==> src/rtl/wpta_pkg.sv <==
// shared widths, codes and types of the weighted pixel tap accumulator
`default_nettype none

package wpta_pkg;

    localparam int COLOUR_W = 8;
    localparam int WEIGHT_W = 16;
    localparam int MULT_W = 24;
    localparam int PROD_W = 32;
    localparam int CSUM_W = 40;
    localparam int ASUM_W = 32;
    localparam int NCH = 3;

    localparam int WEIGHT_FRACTION_BITS_DEF = 14;
    localparam int QUEUE_DEPTH_DEF = 4;

    localparam int CFG_IDX_W = 1;
    localparam int CFG_DATA_W = 1;
    localparam logic [CFG_IDX_W-1:0] CFG_THREE_COLOURS = 1'b0;
    localparam logic [CFG_IDX_W-1:0] CFG_ALPHA_ENABLE = 1'b1;

    typedef struct packed {
        logic three;
        logic alpha_en;
    } t_cfg;

    typedef struct packed {
        logic signed [MULT_W-1:0] mult;
        logic [NCH-1:0][COLOUR_W-1:0] colour;
        logic last;
        logic three;
        logic alpha_en;
    } t_tap;

endpackage

`default_nettype wire

==> src/rtl/wpta_tap_if.sv <==
// tap request channel
`default_nettype none

interface wpta_tap_if;
    logic valid;
    logic ready;
    logic [wpta_pkg::COLOUR_W-1:0] colour_0;
    logic [wpta_pkg::COLOUR_W-1:0] colour_1;
    logic [wpta_pkg::COLOUR_W-1:0] colour_2;
    logic [wpta_pkg::COLOUR_W-1:0] alpha_in;
    logic signed [wpta_pkg::WEIGHT_W-1:0] tap_weight;
    logic last_tap;

    modport source (
        output valid, colour_0, colour_1, colour_2, alpha_in, tap_weight, last_tap,
        input ready
    );
    modport sink (
        input valid, colour_0, colour_1, colour_2, alpha_in, tap_weight, last_tap,
        output ready
    );
endinterface

`default_nettype wire

==> src/rtl/wpta_pix_if.sv <==
// output pixel request channel
`default_nettype none

interface wpta_pix_if;
    logic valid;
    logic ready;
    logic [wpta_pkg::COLOUR_W-1:0] out_colour_0;
    logic [wpta_pkg::COLOUR_W-1:0] out_colour_1;
    logic [wpta_pkg::COLOUR_W-1:0] out_colour_2;
    logic [wpta_pkg::COLOUR_W-1:0] out_alpha;

    modport source (
        output valid, out_colour_0, out_colour_1, out_colour_2, out_alpha,
        input ready
    );
    modport sink (
        input valid, out_colour_0, out_colour_1, out_colour_2, out_alpha,
        output ready
    );
endinterface

`default_nettype wire

==> src/rtl/wpta_front.sv <==
// front end: accepts taps and forms the per-tap weight, alpha-scaled if enabled
`default_nettype none

module wpta_front (
    input  logic            i_clk,
    input  logic            i_rst_n,
    input  wpta_pkg::t_cfg  i_cfg,
    wpta_tap_if.sink        i_tap,
    input  logic            i_q_full,
    output logic            o_q_push,
    output wpta_pkg::t_tap  o_q_data
);

    localparam int CW = wpta_pkg::COLOUR_W;
    localparam int WW = wpta_pkg::WEIGHT_W;
    localparam int MW = wpta_pkg::MULT_W;

    logic            r_valid;
    wpta_pkg::t_tap  r_tap;
    wpta_pkg::t_tap  n_tap;
    logic            accept;
    logic signed [WW+CW:0] wa;

    assign i_tap.ready = !r_valid || !i_q_full;
    assign accept = i_tap.valid && i_tap.ready;
    assign o_q_push = r_valid && !i_q_full;
    assign o_q_data = r_tap;

    always_comb begin
        wa = $signed(i_tap.tap_weight) * $signed({1'b0, i_tap.alpha_in});
        n_tap.mult = i_cfg.alpha_en ? wa[MW-1:0] : MW'(i_tap.tap_weight);
        n_tap.colour = {i_tap.colour_2, i_tap.colour_1, i_tap.colour_0};
        n_tap.last = i_tap.last_tap;
        n_tap.three = i_cfg.three;
        n_tap.alpha_en = i_cfg.alpha_en;
    end

    always_ff @(posedge i_clk) begin
        if (!i_rst_n) begin
            r_valid <= 1'b0;
        end else if (accept) begin
            r_valid <= 1'b1;
        end else if (o_q_push) begin
            r_valid <= 1'b0;
        end
    end

    always_ff @(posedge i_clk) begin
        if (accept) begin
            r_tap <= n_tap;
        end
    end

endmodule

`default_nettype wire

==> src/rtl/wpta_queue.sv <==
// short tap queue between front and back
`default_nettype none

module wpta_queue #(
    parameter int DEPTH = wpta_pkg::QUEUE_DEPTH_DEF
) (
    input  logic            i_clk,
    input  logic            i_rst_n,
    input  logic            i_push,
    input  wpta_pkg::t_tap  i_push_data,
    output logic            o_full,
    output logic            o_pop_valid,
    output wpta_pkg::t_tap  o_pop_data,
    input  logic            i_pop_ready
);

    localparam int PTR_W = $clog2(DEPTH);
    localparam int CNT_W = $clog2(DEPTH + 1);
    localparam logic [PTR_W-1:0] PTR_LAST = PTR_W'(DEPTH - 1);
    localparam logic [CNT_W-1:0] CNT_FULL = CNT_W'(DEPTH);

    wpta_pkg::t_tap    r_mem [DEPTH];
    logic [PTR_W-1:0]  r_wr;
    logic [PTR_W-1:0]  r_rd;
    logic [CNT_W-1:0]  r_cnt;
    logic              pop;

    assign o_full = (r_cnt == CNT_FULL);
    assign o_pop_valid = (r_cnt != '0);
    assign o_pop_data = r_mem[r_rd];
    assign pop = o_pop_valid && i_pop_ready;

    always_ff @(posedge i_clk) begin
        if (!i_rst_n) begin
            r_wr <= '0;
            r_rd <= '0;
            r_cnt <= '0;
        end else begin
            if (i_push) begin
                r_wr <= (r_wr == PTR_LAST) ? '0 : r_wr + PTR_W'(1);
            end
            if (pop) begin
                r_rd <= (r_rd == PTR_LAST) ? '0 : r_rd + PTR_W'(1);
            end
            unique case ({i_push, pop})
                2'b10:   r_cnt <= r_cnt + CNT_W'(1);
                2'b01:   r_cnt <= r_cnt - CNT_W'(1);
                default: r_cnt <= r_cnt;
            endcase
        end
    end

    always_ff @(posedge i_clk) begin
        if (i_push) begin
            r_mem[r_wr] <= i_push_data;
        end
    end

endmodule

`default_nettype wire

==> src/rtl/wpta_back.sv <==
// back end: accumulates taps, then rounds, unpremultiplies if alpha is enabled, and emits the pixel
`default_nettype none

module wpta_back #(
    parameter int WEIGHT_FRACTION_BITS = wpta_pkg::WEIGHT_FRACTION_BITS_DEF
) (
    input  logic            i_clk,
    input  logic            i_rst_n,
    input  logic            i_q_valid,
    input  wpta_pkg::t_tap  i_q_data,
    output logic            o_q_ready,
    wpta_pix_if.source      o_pix
);

    localparam int NCH = wpta_pkg::NCH;
    localparam int CW = wpta_pkg::COLOUR_W;
    localparam int MW = wpta_pkg::MULT_W;
    localparam int PW = wpta_pkg::PROD_W;
    localparam int CSW = wpta_pkg::CSUM_W;
    localparam int ASW = wpta_pkg::ASUM_W;
    localparam int EXW = CSW + 1;
    localparam int CNT_W = $clog2(CW);
    localparam logic [CNT_W-1:0] LAST_STEP = CNT_W'(CW - 1);
    localparam logic [EXW-1:0] HALF = EXW'(1) << (WEIGHT_FRACTION_BITS - 1);
    localparam logic [EXW-1:0] BYTE_MAX = EXW'(8'hFF);

    localparam logic [2:0] ST_ACC = 3'd0;
    localparam logic [2:0] ST_RND = 3'd1;
    localparam logic [2:0] ST_NUM = 3'd2;
    localparam logic [2:0] ST_DIV = 3'd3;
    localparam logic [2:0] ST_OUT = 3'd4;

    logic [2:0]              r_state;
    logic [CNT_W-1:0]        r_cnt;
    logic signed [CSW-1:0]   r_cs [NCH];
    logic signed [ASW-1:0]   r_as;
    logic                    r_three;
    logic                    r_alpha;
    logic                    r_ovalid;

    logic signed [CSW-1:0]   r_fs [NCH];
    logic signed [ASW-1:0]   r_fa;
    logic [CW-1:0]           r_oa;
    logic [CW-1:0]           r_out_a;
    logic [CW-1:0]           r_q [NCH];
    logic [CW-1:0]           r_rem [NCH];
    logic [CW-1:0]           r_nlo [NCH];
    logic [NCH-1:0]          r_big;
    logic [NCH-1:0]          r_zero;
    logic [CW-1:0]           r_oc [NCH];

    logic signed [CSW-1:0]   n_cs [NCH];
    logic signed [ASW-1:0]   n_as;
    logic signed [PW:0]      prod [NCH];
    logic [CW-1:0]           rnd_a;
    logic [CW-1:0]           rnd_c [NCH];
    logic [EXW-1:0]          num_t [NCH];
    logic [EXW-1:0]          num_n [NCH];
    logic [NCH-1:0]          num_big;
    logic [CW:0]             div_sh [NCH];
    logic [NCH-1:0]          div_ge;
    logic [CW:0]             div_rem [NCH];
    logic                    out_free;
    logic                    pop;

    function automatic logic [CW-1:0] f_round(input logic signed [EXW-1:0] s);
        logic [EXW-1:0] t;
        logic [EXW-1:0] r;
        t = s + HALF;
        r = t >> WEIGHT_FRACTION_BITS;
        priority if (s <= 0) begin
            f_round = '0;
        end else if (r > BYTE_MAX) begin
            f_round = BYTE_MAX[CW-1:0];
        end else begin
            f_round = r[CW-1:0];
        end
    endfunction

    function automatic logic signed [CSW-1:0] f_sat_c(
        input logic signed [CSW-1:0] acc,
        input logic signed [PW-1:0] p
    );
        logic [CSW:0] s;
        s = {acc[CSW-1], acc} + {{(CSW + 1 - PW){p[PW-1]}}, p};
        priority if (s[CSW] != s[CSW-1]) begin
            f_sat_c = s[CSW] ? {1'b1, {(CSW - 1){1'b0}}} : {1'b0, {(CSW - 1){1'b1}}};
        end else begin
            f_sat_c = s[CSW-1:0];
        end
    endfunction

    function automatic logic signed [ASW-1:0] f_sat_a(
        input logic signed [ASW-1:0] acc,
        input logic signed [MW-1:0] p
    );
        logic [ASW:0] s;
        s = {acc[ASW-1], acc} + {{(ASW + 1 - MW){p[MW-1]}}, p};
        priority if (s[ASW] != s[ASW-1]) begin
            f_sat_a = s[ASW] ? {1'b1, {(ASW - 1){1'b0}}} : {1'b0, {(ASW - 1){1'b1}}};
        end else begin
            f_sat_a = s[ASW-1:0];
        end
    endfunction

    assign o_q_ready = (r_state == ST_ACC);
    assign pop = i_q_valid && o_q_ready;
    assign out_free = !r_ovalid || o_pix.ready;

    always_comb begin
        for (int k = 0; k < NCH; k++) begin
            prod[k] = $signed(i_q_data.mult) * $signed({1'b0, i_q_data.colour[k]});
            n_cs[k] = (k == 0 || i_q_data.three) ? f_sat_c(r_cs[k], prod[k][PW-1:0])
                                                 : r_cs[k];
        end
        n_as = i_q_data.alpha_en ? f_sat_a(r_as, i_q_data.mult) : r_as;
    end

    always_comb begin
        rnd_a = f_round(EXW'(r_fa));
        for (int k = 0; k < NCH; k++) begin
            rnd_c[k] = f_round(EXW'(r_fs[k]));
            num_t[k] = EXW'(r_fs[k]) + (EXW'(r_oa) << (WEIGHT_FRACTION_BITS - 1));
            num_n[k] = num_t[k] >> WEIGHT_FRACTION_BITS;
            num_big[k] = (num_n[k] >= (EXW'(r_oa) << CW));
            div_sh[k] = {r_rem[k], r_nlo[k][CW-1]};
            div_ge[k] = (div_sh[k] >= {1'b0, r_oa});
            div_rem[k] = div_ge[k] ? (div_sh[k] - {1'b0, r_oa}) : div_sh[k];
        end
    end

    always_ff @(posedge i_clk) begin
        if (!i_rst_n) begin
            r_state <= ST_ACC;
            r_cnt <= '0;
            for (int k = 0; k < NCH; k++) begin
                r_cs[k] <= '0;
            end
            r_as <= '0;
            r_three <= 1'b1;
            r_alpha <= 1'b0;
            r_ovalid <= 1'b0;
        end else begin
            unique case (r_state)
                ST_ACC: begin
                    if (pop) begin
                        if (i_q_data.last) begin
                            for (int k = 0; k < NCH; k++) begin
                                r_cs[k] <= '0;
                            end
                            r_as <= '0;
                            r_three <= i_q_data.three;
                            r_alpha <= i_q_data.alpha_en;
                            r_state <= ST_RND;
                        end else begin
                            for (int k = 0; k < NCH; k++) begin
                                r_cs[k] <= n_cs[k];
                            end
                            r_as <= n_as;
                        end
                    end
                end
                ST_RND: begin
                    r_state <= r_alpha ? ST_NUM : ST_OUT;
                end
                ST_NUM: begin
                    r_cnt <= '0;
                    r_state <= ST_DIV;
                end
                ST_DIV: begin
                    r_cnt <= r_cnt + CNT_W'(1);
                    if (r_cnt == LAST_STEP) begin
                        r_state <= ST_OUT;
                    end
                end
                ST_OUT: begin
                    if (out_free) begin
                        r_state <= ST_ACC;
                    end
                end
                default: begin
                    r_state <= ST_ACC;
                end
            endcase
            if (r_state == ST_OUT && out_free) begin
                r_ovalid <= 1'b1;
            end else if (o_pix.ready) begin
                r_ovalid <= 1'b0;
            end
        end
    end

    always_ff @(posedge i_clk) begin
        unique case (r_state)
            ST_ACC: begin
                if (pop && i_q_data.last) begin
                    for (int k = 0; k < NCH; k++) begin
                        r_fs[k] <= n_cs[k];
                    end
                    r_fa <= n_as;
                end
            end
            ST_RND: begin
                r_oa <= r_alpha ? rnd_a : '0;
                for (int k = 0; k < NCH; k++) begin
                    r_q[k] <= rnd_c[k];
                    r_big[k] <= 1'b0;
                    r_zero[k] <= (k != 0) && !r_three;
                end
            end
            ST_NUM: begin
                for (int k = 0; k < NCH; k++) begin
                    r_zero[k] <= (r_fs[k] <= 0) || (r_oa == '0) || ((k != 0) && !r_three);
                    r_big[k] <= num_big[k];
                    r_rem[k] <= num_n[k][2*CW-1:CW];
                    r_nlo[k] <= num_n[k][CW-1:0];
                    r_q[k] <= '0;
                end
            end
            ST_DIV: begin
                for (int k = 0; k < NCH; k++) begin
                    r_rem[k] <= div_rem[k][CW-1:0];
                    r_q[k] <= {r_q[k][CW-2:0], div_ge[k]};
                    r_nlo[k] <= {r_nlo[k][CW-2:0], 1'b0};
                end
            end
            ST_OUT: begin
                if (out_free) begin
                    r_out_a <= r_oa;
                    for (int k = 0; k < NCH; k++) begin
                        priority if (r_zero[k]) begin
                            r_oc[k] <= '0;
                        end else if (r_big[k]) begin
                            r_oc[k] <= BYTE_MAX[CW-1:0];
                        end else begin
                            r_oc[k] <= r_q[k];
                        end
                    end
                end
            end
            default: begin
            end
        endcase
    end

    assign o_pix.valid = r_ovalid;
    assign o_pix.out_colour_0 = r_oc[0];
    assign o_pix.out_colour_1 = r_oc[1];
    assign o_pix.out_colour_2 = r_oc[2];
    assign o_pix.out_alpha = r_out_a;

endmodule

`default_nettype wire

==> src/rtl/weighted_pixel_tap_accumulator_unit.sv <==
// top level of the weighted pixel tap accumulator
//
//   channel   dir  handshake      payload
//   i_tap     in   valid/ready    colour_0..2, alpha_in, tap_weight, last_tap
//   o_pix     out  valid/ready    out_colour_0..2, out_alpha
//   cfg       in   i_cfg_we       i_cfg_idx, i_cfg_data
//
// taps are taken one per cycle while the tap queue has room; the back end
// retires one tap per cycle from the queue while it is accumulating
// after its last tap a pixel is rounded and emitted without alpha; with alpha
// it also goes through numerator setup and an 8-step restoring divide per channel
// synchronous reset clears queue, accumulators and output valid; config
// returns to three colours, alpha off; no clearing pass
// a stalled output holds the back end while the front keeps filling the queue
`default_nettype none

module weighted_pixel_tap_accumulator_unit #(
    parameter int WEIGHT_FRACTION_BITS = wpta_pkg::WEIGHT_FRACTION_BITS_DEF,
    parameter int QUEUE_DEPTH = wpta_pkg::QUEUE_DEPTH_DEF
) (
    input  logic                                i_clk,
    input  logic                                i_rst_n,
    input  logic                                i_cfg_we,
    input  logic [wpta_pkg::CFG_IDX_W-1:0]      i_cfg_idx,
    input  logic [wpta_pkg::CFG_DATA_W-1:0]     i_cfg_data,
    wpta_tap_if.sink                            i_tap,
    wpta_pix_if.source                          o_pix
);

    wpta_pkg::t_cfg  r_cfg;
    logic            q_push;
    wpta_pkg::t_tap  q_push_data;
    logic            q_full;
    logic            q_pop_valid;
    wpta_pkg::t_tap  q_pop_data;
    logic            q_pop_ready;

    always_ff @(posedge i_clk) begin
        if (!i_rst_n) begin
            r_cfg.three <= 1'b1;
            r_cfg.alpha_en <= 1'b0;
        end else if (i_cfg_we) begin
            unique case (i_cfg_idx)
                wpta_pkg::CFG_THREE_COLOURS: r_cfg.three <= i_cfg_data[0];
                wpta_pkg::CFG_ALPHA_ENABLE:  r_cfg.alpha_en <= i_cfg_data[0];
                default: begin
                end
            endcase
        end
    end

    wpta_front u_front (
        .i_clk    (i_clk),
        .i_rst_n  (i_rst_n),
        .i_cfg    (r_cfg),
        .i_tap    (i_tap),
        .i_q_full (q_full),
        .o_q_push (q_push),
        .o_q_data (q_push_data)
    );

    wpta_queue #(
        .DEPTH (QUEUE_DEPTH)
    ) u_queue (
        .i_clk       (i_clk),
        .i_rst_n     (i_rst_n),
        .i_push      (q_push),
        .i_push_data (q_push_data),
        .o_full      (q_full),
        .o_pop_valid (q_pop_valid),
        .o_pop_data  (q_pop_data),
        .i_pop_ready (q_pop_ready)
    );

    wpta_back #(
        .WEIGHT_FRACTION_BITS (WEIGHT_FRACTION_BITS)
    ) u_back (
        .i_clk     (i_clk),
        .i_rst_n   (i_rst_n),
        .i_q_valid (q_pop_valid),
        .i_q_data  (q_pop_data),
        .o_q_ready (q_pop_ready),
        .o_pix     (o_pix)
    );

endmodule

`default_nettype wire

==> src/flat_wrapper.sv <==
// flat-port wrapper written by rule: the top's interface ports become plain ports
module weighted_pixel_tap_accumulator_unit_flat 
#(
    parameter int WEIGHT_FRACTION_BITS = wpta_pkg::WEIGHT_FRACTION_BITS_DEF,
    parameter int QUEUE_DEPTH = wpta_pkg::QUEUE_DEPTH_DEF
)
  (i_clk, i_rst_n, i_cfg_we, i_cfg_idx, i_cfg_data, i_tap_valid, i_tap_colour_0, i_tap_colour_1, i_tap_colour_2, i_tap_alpha_in, i_tap_tap_weight, i_tap_last_tap, i_tap_ready, o_pix_valid, o_pix_out_colour_0, o_pix_out_colour_1, o_pix_out_colour_2, o_pix_out_alpha, o_pix_ready);
  wpta_tap_if i_tap_i ();
  wpta_pix_if o_pix_i ();
  input  logic i_clk;
  input  logic i_rst_n;
  input  logic i_cfg_we;
  input  logic [wpta_pkg::CFG_IDX_W-1:0] i_cfg_idx;
  input  logic [wpta_pkg::CFG_DATA_W-1:0] i_cfg_data;
  input wire logic [$bits(i_tap_i.valid)-1:0] i_tap_valid;
  input wire logic [$bits(i_tap_i.colour_0)-1:0] i_tap_colour_0;
  input wire logic [$bits(i_tap_i.colour_1)-1:0] i_tap_colour_1;
  input wire logic [$bits(i_tap_i.colour_2)-1:0] i_tap_colour_2;
  input wire logic [$bits(i_tap_i.alpha_in)-1:0] i_tap_alpha_in;
  input wire logic [$bits(i_tap_i.tap_weight)-1:0] i_tap_tap_weight;
  input wire logic [$bits(i_tap_i.last_tap)-1:0] i_tap_last_tap;
  output wire logic [$bits(i_tap_i.ready)-1:0] i_tap_ready;
  output wire logic [$bits(o_pix_i.valid)-1:0] o_pix_valid;
  output wire logic [$bits(o_pix_i.out_colour_0)-1:0] o_pix_out_colour_0;
  output wire logic [$bits(o_pix_i.out_colour_1)-1:0] o_pix_out_colour_1;
  output wire logic [$bits(o_pix_i.out_colour_2)-1:0] o_pix_out_colour_2;
  output wire logic [$bits(o_pix_i.out_alpha)-1:0] o_pix_out_alpha;
  input wire logic [$bits(o_pix_i.ready)-1:0] o_pix_ready;
  assign i_tap_i.valid = i_tap_valid;
  assign i_tap_i.colour_0 = i_tap_colour_0;
  assign i_tap_i.colour_1 = i_tap_colour_1;
  assign i_tap_i.colour_2 = i_tap_colour_2;
  assign i_tap_i.alpha_in = i_tap_alpha_in;
  assign i_tap_i.tap_weight = i_tap_tap_weight;
  assign i_tap_i.last_tap = i_tap_last_tap;
  assign i_tap_ready = i_tap_i.ready;
  assign o_pix_valid = o_pix_i.valid;
  assign o_pix_out_colour_0 = o_pix_i.out_colour_0;
  assign o_pix_out_colour_1 = o_pix_i.out_colour_1;
  assign o_pix_out_colour_2 = o_pix_i.out_colour_2;
  assign o_pix_out_alpha = o_pix_i.out_alpha;
  assign o_pix_i.ready = o_pix_ready;
  weighted_pixel_tap_accumulator_unit #(.WEIGHT_FRACTION_BITS(WEIGHT_FRACTION_BITS), .QUEUE_DEPTH(QUEUE_DEPTH)) u_core (.i_clk(i_clk), .i_rst_n(i_rst_n), .i_cfg_we(i_cfg_we), .i_cfg_idx(i_cfg_idx), .i_cfg_data(i_cfg_data), .i_tap(i_tap_i), .o_pix(o_pix_i));
endmodule
==> config.mk <==
export PLATFORM = sky130hd
export DESIGN_NAME = weighted_pixel_tap_accumulator_unit_flat
export DESIGN_NICKNAME = d
export VERILOG_FILES = /design/src/rtl/wpta_pkg.sv /design/src/rtl/wpta_tap_if.sv /design/src/rtl/wpta_pix_if.sv /design/src/rtl/wpta_front.sv /design/src/rtl/wpta_queue.sv /design/src/rtl/wpta_back.sv /design/src/rtl/weighted_pixel_tap_accumulator_unit.sv /design/src/flat_wrapper.sv
export SDC_FILE = /design/constraint.sdc
export NUM_CORES = 2
export LEC_CHECK = 0
export ABC_AREA = 1
export BUFFER_PORTS_ARGS = -buffer_cell sky130_fd_sc_hd__buf_2
export CELL_PAD_IN_SITES_DETAIL_PLACEMENT = 1
export CELL_PAD_IN_SITES_GLOBAL_PLACEMENT = 2
export CORE_MARGIN = 10
export CORE_UTILIZATION = 43
export DETAILED_ROUTE_END_ITERATION = 8
export PLACE_DENSITY_LB_ADDON = 0.1
export SLEW_MARGIN = 20
export SYNTH_ARGS = -nofsm -noshare
export SYNTH_HDL_FRONTEND = slang
export SYNTH_SLANG_ARGS = --single-unit
==> constraint.sdc <==
create_clock -name i_clk -period 17.7 [get_ports i_clk]
set_input_delay 2.655 -clock i_clk [delete_from_list [all_inputs] [get_ports i_clk]]
set_output_delay 2.655 -clock i_clk [all_outputs]
set_load 0.005 [all_outputs]
==> metrics.sh <==
FINAL_CELL_AREA_UM2=74690
WORST_PATH_MOST_REPEATED_CELL='nand2_1'
DRIVE_ABOVE_1_SHARE_PCT=5.882
CP.ARRIVAL_PS=11370
YOSYS_WARNINGS=0
SLEW_HEADROOM_PCT=23.50
FIN_SKEW_PS=50.65
CLOCK_SINKS=698
DIE_HEIGHT_UM=421.4
HP-CLASS='flip-flop to flip-flop'
DRC=0
PLACED_AREA_UM2=72000
SETUP.WORST_PATH.START_CLASS='flip-flop'
GRT-OVFL-TOTAL=0
FINAL_NETS=9853
WORST-R2R-SETUP-SLACK_PS=6760
FLOORPLAN.DIE_AREA_UM2=177600
FMAX_GHz=0.09137
INITIAL_ANTENNA_VIOLATION_COUNT=6
FINAL_CELL_MIX='nand2_1, inv_1, nor2_1'
INSERTION_DELAY_PS=740
CRIT_REQUIRED_PS=18130
FINAL_ANTENNA_VIOLATING_NET_COUNT=0
SYNTHESIS.AREA_UM2=69280
SETUP_TNS_PS=0
FINAL_UTIL_PCT=46.57
CRITICALPATHCATEGORY='flip-flop to flip-flop'
SYNTH_TO_LAYOUT_AREA_GROWTH_PCT=7.807
LAYOUT_COMMONEST_CELL='nand2_1'
PLACE_CONGESTION=0.9140
SYNTH-SEQ-CELLS=698
TIMING_HOLD_VIOLATIONS_FINAL=0
CAP_VIOLATIONS=0
YOSYS.CELL_TYPES.COUNT=59
CTSROOTBUFFERMASTER='clkbuf_16'
FINALSETUPVIOLCOUNT=0
HTREEDEPTH=3
GRT_SETUP_UNREPAIRED='no'
DR_TOTAL_VIAS=57880
PATH_CLK_SLEW_PS=60
SYNTH_FP_NETS=9858
AVGSYNTHCELLAREA_UM2=7.894
SHARE_OF_THE_YOSYS_CHIP_AREA_BELONGING_TO_REGISTERS_PCT=29.49
FIRST_GLOBAL_VIAS=62230
HOLD_PATH.STARTPOINT='u_core.u_back.r_as[6]'
DR.FIRST_ITER.DRC_COUNT=3372
YOSYS.AREA.TOP_TYPE='edfxtp_1'
GRTUSAGETOTAL_PCT=25.50
GRT_FIRST_PASS_WIRELENGTH_MM=360.1
TIGHTEST_SLEW_PS=1137
POSTLAYOUTSETUPSLACKWORST_PS=6756
DIE_W_UM=421.4
CTS_HOLD_FIX_BUFS=0
DESIGN.PORTCOUNT=90
SYN_INST=8776
WL_PER_CELL_UM=20.86
NUMBER_OF_ROWS_CREATED_AT_FLOORPLAN=147
WORSTREG2REGEND='u_core.u_back.r_cs[0][56]'
STATUS='completed'
INITIAL_UTILIZATION_PCT=43.20
MAXSLEWVIOLCOUNT=0
WORSTSETUPENDPOINTTYPE='flip-flop'
SYNTH_LARGEST_TYPE_AREA_FRACTION_PCT=27.96
CLOCKBUFFERDEPTH=3
HPWLAFTERDP_MM=182.9
SYNTH_TOP_FLOP_CELL='edfxtp_1'
DRT_FIRST_PASS_ITERS=5
GRT_START_MAX_NET_PINS=80
WORST_PATH_MAX_DELAY_CELL='clkinv_1'
TRITONCTS='yes'
NUMCTSBUFFERS=83
CP-ENDPOINT='u_core.u_back.r_cs[0][56]'
LONGEST_INDIVIDUAL_STAGE_DELAY_ON_THE_WORST_PATH_PS=890
CORE_UM2=160400
FF2FF_PATH_DEPTH=38
SYNTH_TOP_CELLS_BY_AREA='edfxtp_1, fa_1, nand2_1'
CRIT_PATH_MAX_FANOUT=56
TIMING.FINAL.CRIT_PERIOD_PS=10940
ASR_FLOP_RATIO_SYNTH_PCT=0
NUMBER_OF_BUFFERS_INSERTED_BY_PORT_BUFFERING=89
NUMBER_OF_FLOPS_MAPPED_TO_ENABLE_CELLS_BY_YOSYS=645
FIN_CRIT_SH_PCT=61.83
VIA_PER_INST=5.261
CTS_SETUP_BUFFERS=0
CTS.REPAIR.RESIZED=0
DPL_WORST_SLACK_PS=6724
POSTROUTEWIRELENGTH_MM=229.5
layer usage:
metal  GRT usage (%)  up-vias  routed length, µm
met1           33.86    28780             103700
met4           7.047        2               6393
met5               0        -                 12
met3           2.461      263               8784
li1                -    27780                  -
met2           44.20     1059             110600
layout make-up:
cell class | count | area (µm²)
antenna | 1 | 2.502
clock buffer | 96 | 2146
clock inverter | 59 | 541.8
fill | 19700 | 85690
inverter | 1500 | 5638
multi-input combinational | 6321 | 42190
sequential | 698 | 20430
tap | 2160 | 2703
timing repair buffer | 167 | 1031
state kept, by name, indices dropped and copies added (netlist names), 24 cells and up, named ones only:
signal / flops
u_core.u_back.r_cs: 120
u_core.u_back.r_fs: 120
u_core.u_back.r_nlo: 24
u_core.u_back.r_rem: 24
u_core.u_queue.r_mem: 204
u_core.u_back.r_fa: 32
u_core.u_back.r_q: 24
u_core.u_back.r_as: 32
u_core.u_back.r_oc: 24
u_core.u_front.o_q_data: 51
per-stage QoR:
stage                     hold slack [ps]  std cells
final                               475.1      11000
after global routing                497.0      11000
after CTS                           476.0      11000
after detailed placement            467.3      10850
after global placement              453.3      10850
after floorplan                     401.9       8776
cells in the mapped netlist, drive strengths merged (51+ instances only):
master  number
a21boi      51
or2         96
inv       1495
a21oi      451
nand3      310
buf         81
nand4      107
xor2       234
edfxtp     645
nor2      1045
nand2     2282
fa         555
nor3        77
dfxtp       53
xnor2      105
ha         471
o21ai      257
clkbuf     176
worst max-delay path, delay by kind of cell (launching register included):
kind | cells | cell delay (ps)
simple gates | 13 | 1670
flops | 1 | 520
fa+ha+maj | 6 | 2620
buf+inv | 9 | 2920
compound gates | 10 | 2800
logic make-up (layout without fill, tap and decap cells):
logic type | count (synthesis) | count (layout) | share of synthesized area, %
xor+xnor | 339 | 339 | 4.286
flops | 698 | 698 | 29.49
simple gates | 3993 | 3993 | 23.77
buf+inv | 1757 | 1822 | 9.830
compound gates | 963 | 963 | 8.085
fa+ha+maj | 1026 | 1026 | 24.54
other cells | 0 | 1 | 0
worst min-delay path by stage:
| stage | slack (ps) | to | cells past startpoint |
|---|---|---|---|
| CTS | 480 | u_core.u_back.r_as[22] | 2 |
| global placement | 450 | u_core.u_back.r_cnt[0] | 1 |
| detailed placement | 470 | u_core.u_back.r_as[16] | 2 |
| finish | 480 | u_core.u_back.r_as[6] | 2 |
| floorplan | 400 | u_core.u_front.o_q_data[1] | 0 |
| global route | 500 | u_core.u_back.r_as[22] | 2 |
Power is left out: the tool's default activity adds up to more than one toggle a clock period on the data nets, which glitch-free logic cannot reach.
